**src/hw/rtl/ght_pkg.sv**
```systemverilog
// Shared types and constants for the generation-tagged handle table.
// Token field layout, status and operation codes, controller/datapath interface structs.
// No dependencies.
`timescale 1ns / 1ps
`default_nettype none

package ght_pkg;

	localparam int unsigned SLOT_BITS            = 20;
	localparam int unsigned TYPE_BITS            = 5;
	localparam int unsigned TOKEN_GEN_BITS       = 31;
	localparam int unsigned GEN_BITS             = 32;
	localparam int unsigned TOKEN_BITS           = 56;
	localparam int unsigned TYPE_LSB             = SLOT_BITS;
	localparam int unsigned GEN_LSB              = SLOT_BITS + TYPE_BITS;
	localparam int unsigned PAYLOAD_PORT_BITS    = 32;
	localparam int unsigned LIVE_OUT_BITS        = 11;
	localparam int unsigned TYPE_COUNT_BITS      = 6;
	localparam int unsigned STATUS_BITS          = 3;
	localparam int unsigned KIND_BITS            = 2;
	localparam int unsigned DEFAULT_TABLE_DEPTH  = 1024;
	localparam int unsigned DEFAULT_PAYLOAD_BITS = 32;

	localparam logic [TYPE_COUNT_BITS-1:0] TYPE_COUNT_RESET = 6'd32;

	typedef enum logic [KIND_BITS-1:0] {
		KIND_MINT    = 2'd0,
		KIND_BORROW  = 2'd1,
		KIND_RESOLVE = 2'd2,
		KIND_CLOSE   = 2'd3
	} kind_t;

	typedef enum logic [STATUS_BITS-1:0] {
		ST_OK      = 3'd0,
		ST_BAD_ARG = 3'd1,
		ST_FULL    = 3'd2,
		ST_STALE   = 3'd3,
		ST_INVALID = 3'd4
	} status_t;

	// controller -> datapath
	typedef struct packed {
		logic    clear_wr;
		logic    capture;
		logic    rd_token;
		logic    scan_init;
		logic    probe;
		logic    sweep;
		logic    mint_wr;
		logic    free;
		logic    pop;
		logic    take_payload;
		logic    status_we;
		status_t status;
		logic    load_out;
	} ght_cmd_t;

	// datapath -> controller
	typedef struct packed {
		kind_t kind;
		logic  cnt_last;
		logic  pay_zero;
		logic  tok_zero;
		logic  type_bad;
		logic  slot_bad;
		logic  tok_match;
		logic  probe_hit;
		logic  sweep_hit;
		logic  scan_end;
		logic  stack_empty;
	} ght_stat_t;

endpackage

`default_nettype wire

```
**src/hw/rtl/ght_ctrl.sv**
```systemverilog
// Sequencing FSM for the handle table: clear pass, decode, probe, close sweeps.
// Uses ght_pkg; drives the datapath through ght_cmd_t.
`timescale 1ns / 1ps
`default_nettype none

module ght_ctrl (
	input  logic             clk,
	input  logic             arst_n,
	input  logic             in_valid,
	output logic             in_ready,
	output logic             out_valid,
	input  logic             out_ready,
	input  ght_pkg::ght_stat_t st,
	output ght_pkg::ght_cmd_t  cmd
);
	import ght_pkg::*;

	typedef enum logic [3:0] {
		S_CLEAR,
		S_IDLE,
		S_DECODE,
		S_CHECK,
		S_PROBE,
		S_POP,
		S_POP_WAIT,
		S_SWEEP,
		S_FINISH
	} state_t;

	state_t state_q, state_d;
	logic   out_valid_q;

	always_comb begin
		cmd     = '0;
		state_d = state_q;
		unique case (state_q)
			S_CLEAR: begin
				cmd.clear_wr = 1'b1;
				if (st.cnt_last) state_d = S_IDLE;
			end
			S_IDLE: begin
				if (in_valid) begin
					cmd.capture = 1'b1;
					state_d     = S_DECODE;
				end
			end
			S_DECODE: begin
				cmd.scan_init = 1'b1;
				cmd.rd_token  = 1'b1;
				unique case (st.kind) inside
					KIND_MINT: begin
						if (st.pay_zero || st.type_bad) begin
							cmd.status_we = 1'b1;
							cmd.status    = ST_BAD_ARG;
							state_d       = S_FINISH;
						end else begin
							state_d = S_PROBE;
						end
					end
					KIND_BORROW: begin
						if (st.pay_zero || st.tok_zero) begin
							cmd.status_we = 1'b1;
							cmd.status    = ST_BAD_ARG;
							state_d       = S_FINISH;
						end else if (st.slot_bad) begin
							cmd.status_we = 1'b1;
							cmd.status    = ST_STALE;
							state_d       = S_FINISH;
						end else begin
							state_d = S_CHECK;
						end
					end
					KIND_RESOLVE, KIND_CLOSE: begin
						if (st.tok_zero || st.slot_bad) begin
							cmd.status_we = 1'b1;
							cmd.status    = ST_INVALID;
							state_d       = S_FINISH;
						end else begin
							state_d = S_CHECK;
						end
					end
				endcase
			end
			S_CHECK: begin
				cmd.scan_init = 1'b1;
				unique case (st.kind) inside
					// plain mint never reaches this state
					KIND_MINT, KIND_BORROW: begin
						if (!st.tok_match) begin
							cmd.status_we = 1'b1;
							cmd.status    = ST_STALE;
							state_d       = S_FINISH;
						end else if (st.type_bad) begin
							cmd.status_we = 1'b1;
							cmd.status    = ST_BAD_ARG;
							state_d       = S_FINISH;
						end else begin
							state_d = S_PROBE;
						end
					end
					KIND_RESOLVE: begin
						cmd.status_we = 1'b1;
						state_d       = S_FINISH;
						if (st.tok_match) begin
							cmd.status       = ST_OK;
							cmd.take_payload = 1'b1;
						end else begin
							cmd.status = ST_INVALID;
						end
					end
					KIND_CLOSE: begin
						cmd.status_we = 1'b1;
						if (st.tok_match) begin
							cmd.status       = ST_OK;
							cmd.take_payload = 1'b1;
							cmd.free         = 1'b1;
							state_d          = S_POP;
						end else begin
							cmd.status = ST_INVALID;
							state_d    = S_FINISH;
						end
					end
				endcase
			end
			S_PROBE: begin
				if (st.probe_hit) begin
					cmd.mint_wr   = 1'b1;
					cmd.status_we = 1'b1;
					cmd.status    = ST_OK;
					state_d       = S_FINISH;
				end else if (st.scan_end) begin
					cmd.status_we = 1'b1;
					cmd.status    = ST_FULL;
					state_d       = S_FINISH;
				end else begin
					cmd.probe = 1'b1;
				end
			end
			S_POP: begin
				if (st.stack_empty) begin
					state_d = S_FINISH;
				end else begin
					cmd.pop = 1'b1;
					state_d = S_POP_WAIT;
				end
			end
			S_POP_WAIT: begin
				cmd.scan_init = 1'b1;
				state_d       = S_SWEEP;
			end
			S_SWEEP: begin
				cmd.sweep = 1'b1;
				cmd.free  = st.sweep_hit;
				if (st.scan_end) state_d = S_POP;
			end
			S_FINISH: begin
				if (!out_valid_q || out_ready) begin
					cmd.load_out = 1'b1;
					state_d      = S_IDLE;
				end
			end
			default: state_d = S_IDLE;
		endcase
	end

	always_ff @(posedge clk or negedge arst_n) begin
		if (!arst_n) begin
			state_q     <= S_CLEAR;
			out_valid_q <= 1'b0;
		end else begin
			state_q <= state_d;
			if (cmd.load_out) out_valid_q <= 1'b1;
			else if (out_ready) out_valid_q <= 1'b0;
		end
	end

	assign in_ready  = (state_q == S_IDLE);
	assign out_valid = out_valid_q;

endmodule

`default_nettype wire

```
**config.mk**
```make
export PLATFORM = sky130hd
export DESIGN_NAME = ght_ctrl
export DESIGN_NICKNAME = d
export VERILOG_FILES = /design/src/hw/rtl/ght_pkg.sv /design/src/hw/rtl/ght_ctrl.sv
export SDC_FILE = /design/constraint.sdc
export NUM_CORES = 1
export LEC_CHECK = 0
export BUFFER_PORTS_ARGS = -buffer_cell sky130_fd_sc_hd__buf_2
export CAP_MARGIN = 20
export CORE_MARGIN = 3
export CORE_UTILIZATION = 50
export CTS_BUF_LIST = sky130_fd_sc_hd__clkbuf_8
export CTS_CLUSTER_SIZE = 16
export DETAILED_ROUTE_END_ITERATION = 10
export PLACE_DENSITY = 0.87
export SLEW_MARGIN = 25
export SYNTH_ARGS = -nofsm -noshare
export SYNTH_HDL_FRONTEND = slang
export SYNTH_SLANG_ARGS = --single-unit
export TNS_END_PERCENT = 20
```
**constraint.sdc**
```tcl
create_clock -name clk -period 2.2 [get_ports clk]
set_input_delay 0.44 -clock clk [delete_from_list [all_inputs] [get_ports clk]]
set_output_delay 0.44 -clock clk [all_outputs]
set_load 0.02 [all_outputs]
```
* After elaboration in Yosys (flattened, before gate mapping)
Index checks and enable logic that the tools add are counted. W data, S select, Z words.
Word-level totals: register bits after elaboration 5, output and inout port bits 17, word-level logic and storage cells 81
Cells by class: equality and inequality tests 16, mux-type cells 51, reductions and logical operators 12
Operator list (number):
- $mux W4 | 22
- $pmux W4 S3 | 4
- $pmux W4 S9 | 1
- $mux W1 | 21
- $eq A4 B3 Y1 const B | 4
- $eq A4 B2 Y1 const B | 2
- $ne A2 B2 Y1 const B | 4
- $pmux W4 S2 | 1
- $reduce_and A5 Y1 | 1
- $eq A2 B2 Y1 const B | 2
- $eq A4 B1 Y1 const B | 1
- $eq A4 B4 Y1 const B | 1
- $logic_not A4 Y1 | 1
- $logic_or A1 B1 Y1 | 4
- $reduce_or A2 Y1 | 2
- $mux W3 | 1
- $ne A3 B3 Y1 const B | 1
- $reduce_or A3 Y1 | 1
- $eq A2 B1 Y1 const B | 1
- $logic_not A2 Y1 | 1
- $pmux W1 S2 | 1
- $reduce_bool A2 Y1 | 1
- $logic_not A1 Y1 | 1

* Depth between registers and ports, before layout
depth in word-level cells 5, depth in mapped cells 5, mapped depth without buffers 4

* Least setup slack after synthesis
OpenSTA, ideal clock, no wires.
path type register to output, from register state_q[1], to output cmd[13] (netlist bit), data arrival time 1.557 ns, setup slack 0.203 ns, stages on the path, launching flop included 5, cell sequence dfrtp_1 -> buf_2 -> nand2b_1 -> nor3_1 -> and2_1
RTL lines:
- start: declaration | RTL line ght_ctrl.sv:30 | state_t state_q, state_d;
- start signal: assignment | RTL line ght_ctrl.sv:171 | state_q <= state_d;
- end: declaration | RTL line ght_ctrl.sv:14 | output ght_pkg::ght_cmd_t cmd

==> flow_summary.toml <==
[outcome]
status = "complete, no violations"

[clock_network]
clk_pin_slew_ps = 40
clk_path_buf_depth = 2
insertion_delay_ps = 220
htree_levels = 1
cts_resized = 0
cts_num_sinks = 5
cts_setup_buffers = 0
clock-root-buffer = "clkbuf_8"
cts_buffers = 3
postCtsHoldBufs = 0
cts_tree = "done"

[setup_path]
path_cells = "nor4b_4, nand4b_1, o21ai_0, a22o_1, buf_2"
cp_slowest_cell = "dfrtp_1"
start_kind = "flop"
cp.required_ps = 1760
critical_path_class = "flop to output port"
crit_path_max_fanout = 12
max_stage_delay_ps = 510
endpoint_kind = "output port"
cp.arrival_ps = 1640

[synthesis]
syn-num-nets = 101
synth_cells = 85
ys_warn_count = 0
synthesis.area_sq_um = 651
synth_top_family_by_area = "simple AND/OR/NAND/NOR gates"
synth.distinct_cells = 39
synth_fa_ha_area_share_pct = 0
synth_seq_cells = 5
synthArstFlopShare_pct = 100
dominantRegCellSynth = "dfrtp_1"
synth_top_cell_by_area = "dfrtp_1"
synth-compound-area-share_pct = 25.8
synthMuxAreaShare_pct = 1.54
yosys-top-cells-area = "dfrtp_1, nor3_1, nor2b_1"
ys_seq_area_share_pct = 19.2
synth_xor_area_share_pct = 0
synth_simple_gate_area_share_pct = 47.9
synth_top_area_share_pct = 19.2
synth_edf_count = 0
syn_area_per_cell_sq_um = 7.65

[drt]
routedWlPerCell_um = 14.2
vias = 771
wirelength_um = 1860
viasPerCell = 5.89
post-route-drc-count = 0
first_iter_violations = 17
ant_nets = 0
firstDrtPassIters = 4

[place]
hpwl_um = 1380
port_buffers = 32
placed_area_sq_um = 803
gp_congestion = 0.825

[floorplan]
num_rows = 12
die_w_um = 42.1
core-area_sq_um = 1160
start_util_pct = 56.3
die_area_sq_um = 1770
die-height_um = 42.1
ios = 33

[timing]
maxSlewHeadroom_pct = 70.9
setup_viol = 0
finalHoldViolations = 0
final.setup.tns_ps = 0
maxSlewViolCount = 0
tightest_slew_ps = 433
rsz0062_at_grt = "no"
fmax_mhz = 480
post-route-period-util_pct = 94.7
finalClockSkew_ps = 6.62
min_period_ps = 2080

[layout]
area_delta_synth_final_pct = 32.7
fill_cells = 87
finish.instance_area_sq_um = 863
n_antenna_cell = 0
mostFrequentLayoutCells = "buf_2, nor2_1, nor3_1"
drive_gt1_share_pct = 40.2
final_common_cell = "buf_2"
multiInputGateArea_sq_um = 500
ff_latch_area_sq_um = 129
final_nets = 134

[global_routing]
grt_antenna_before_repair = 0
gr-usage-all-layers_pct = 20.2
grt_max_degree = 15
grt_overflow = 0
grt_pass1_wl_um = 2860
grt_pass1_vias = 662

[job]
cap_viol_max_count = 0

[power]
max-vdd-ir-drop_mv = 0.754
p_per_area_nw_per_um2 = 1030
leakage_uw = 0.000400

[hold_path]
hold_path_class = "input pin to asynchronous set/reset pin"
synthesized netlist by cell type, types with 2 or more instances:
library cell	number
nand2b_1	4
dfrtp_1	5
nor4_1	3
nor2b_1	5
a21oi_1	6
and2_1	3
nand3b_1	2
nor3_1	8
buf_2	2
nand2_1	6
o21ai_0	5
nor2_1	8
a211oi_1	2
worst paths after layout:
kind                       slack [ps]                      to  cells past startpoint                    from
max reg2reg                       520  state_q[1]$_DFFE_PN0P_                      4  state_q[0]$_DFFE_PN0P_
max in group asynchronous        2030  state_q[0]$_DFFE_PN0P_                      1                  arst_n
max                               120                  cmd[2]                      5  state_q[3]$_DFFE_PN0P_
min                                20   out_valid$_DFFE_PN0P_                      1                  arst_n
min reg2reg                       550   out_valid$_DFFE_PN0P_                      2   out_valid$_DFFE_PN0P_
min in group clk                  540   out_valid$_DFFE_PN0P_                      3               out_ready
metrics by stage:
stage / hold slack, ps / power, uW / util (%) / setup slack (ps) / std cells
6_report: 21.8 / 885 / 74.7 / 116 / 131
2_1_floorplan: 144 / 575 / - / 203 / 85
5_1_grt: 19.2 / 945 / 74.7 / 36.2 / 131
3_5_place_dp: 255 / 695 / 69.5 / 237 / 127
4_1_cts: 21.2 / 867 / 73.4 / 28.0 / 131
3_3_place_gp: 254 / 679 / 69.5 / 283 / 127
flip-flops by register name, indices dropped and copies added (netlist names):
register and count:
out_valid 1, state_q 4
cell type report:
| cell class | instances | area share, % |
|---|---|---|
| Clock inverter | 1 | 0.435 |
| Tap cell | 14 | 2.03 |
| Timing Repair Buffer | 33 | 19.4 |
| Sequential cell | 5 | 14.9 |
| Clock buffer | 3 | 4.78 |
| Multi-Input combinational cell | 74 | 58.0 |
| Inverter | 1 | 0.435 |
power by group:
| group | switching [uW] | internal, uW |
|---|---|---|
| sequential | 107 | 125 |
| combinational | 266 | 220 |
| clock | 46.6 | 120 |
| total | 420 | 465 |
cell families after synthesis:
| kind of cell | after synthesis |
|---|---|
| buffers and inverters | 6 |
| and+or+nand+nor | 50 |
| AOI/OAI and AO/OA | 23 |
| DFF | 5 |
| muxes | 1 |
per-layer routing:
metal	up-vias	share of wire, %	GRT usage, %
met4	0	0	4.35
met5	-	0	0
met1	356	45	26.9
met2	32	48	31.2
li1	383	-	-
met3	0	7.0	7.30
worst max-delay path, delay by kind of cell (launching register included):
kind                   cells  cell delay [ps]
AOI/OAI and AO/OA          2              250
DFF                        1              510
and+or+nand+nor            2              510
buffers and inverters      1              150
(Power assumes the default switching activity.)
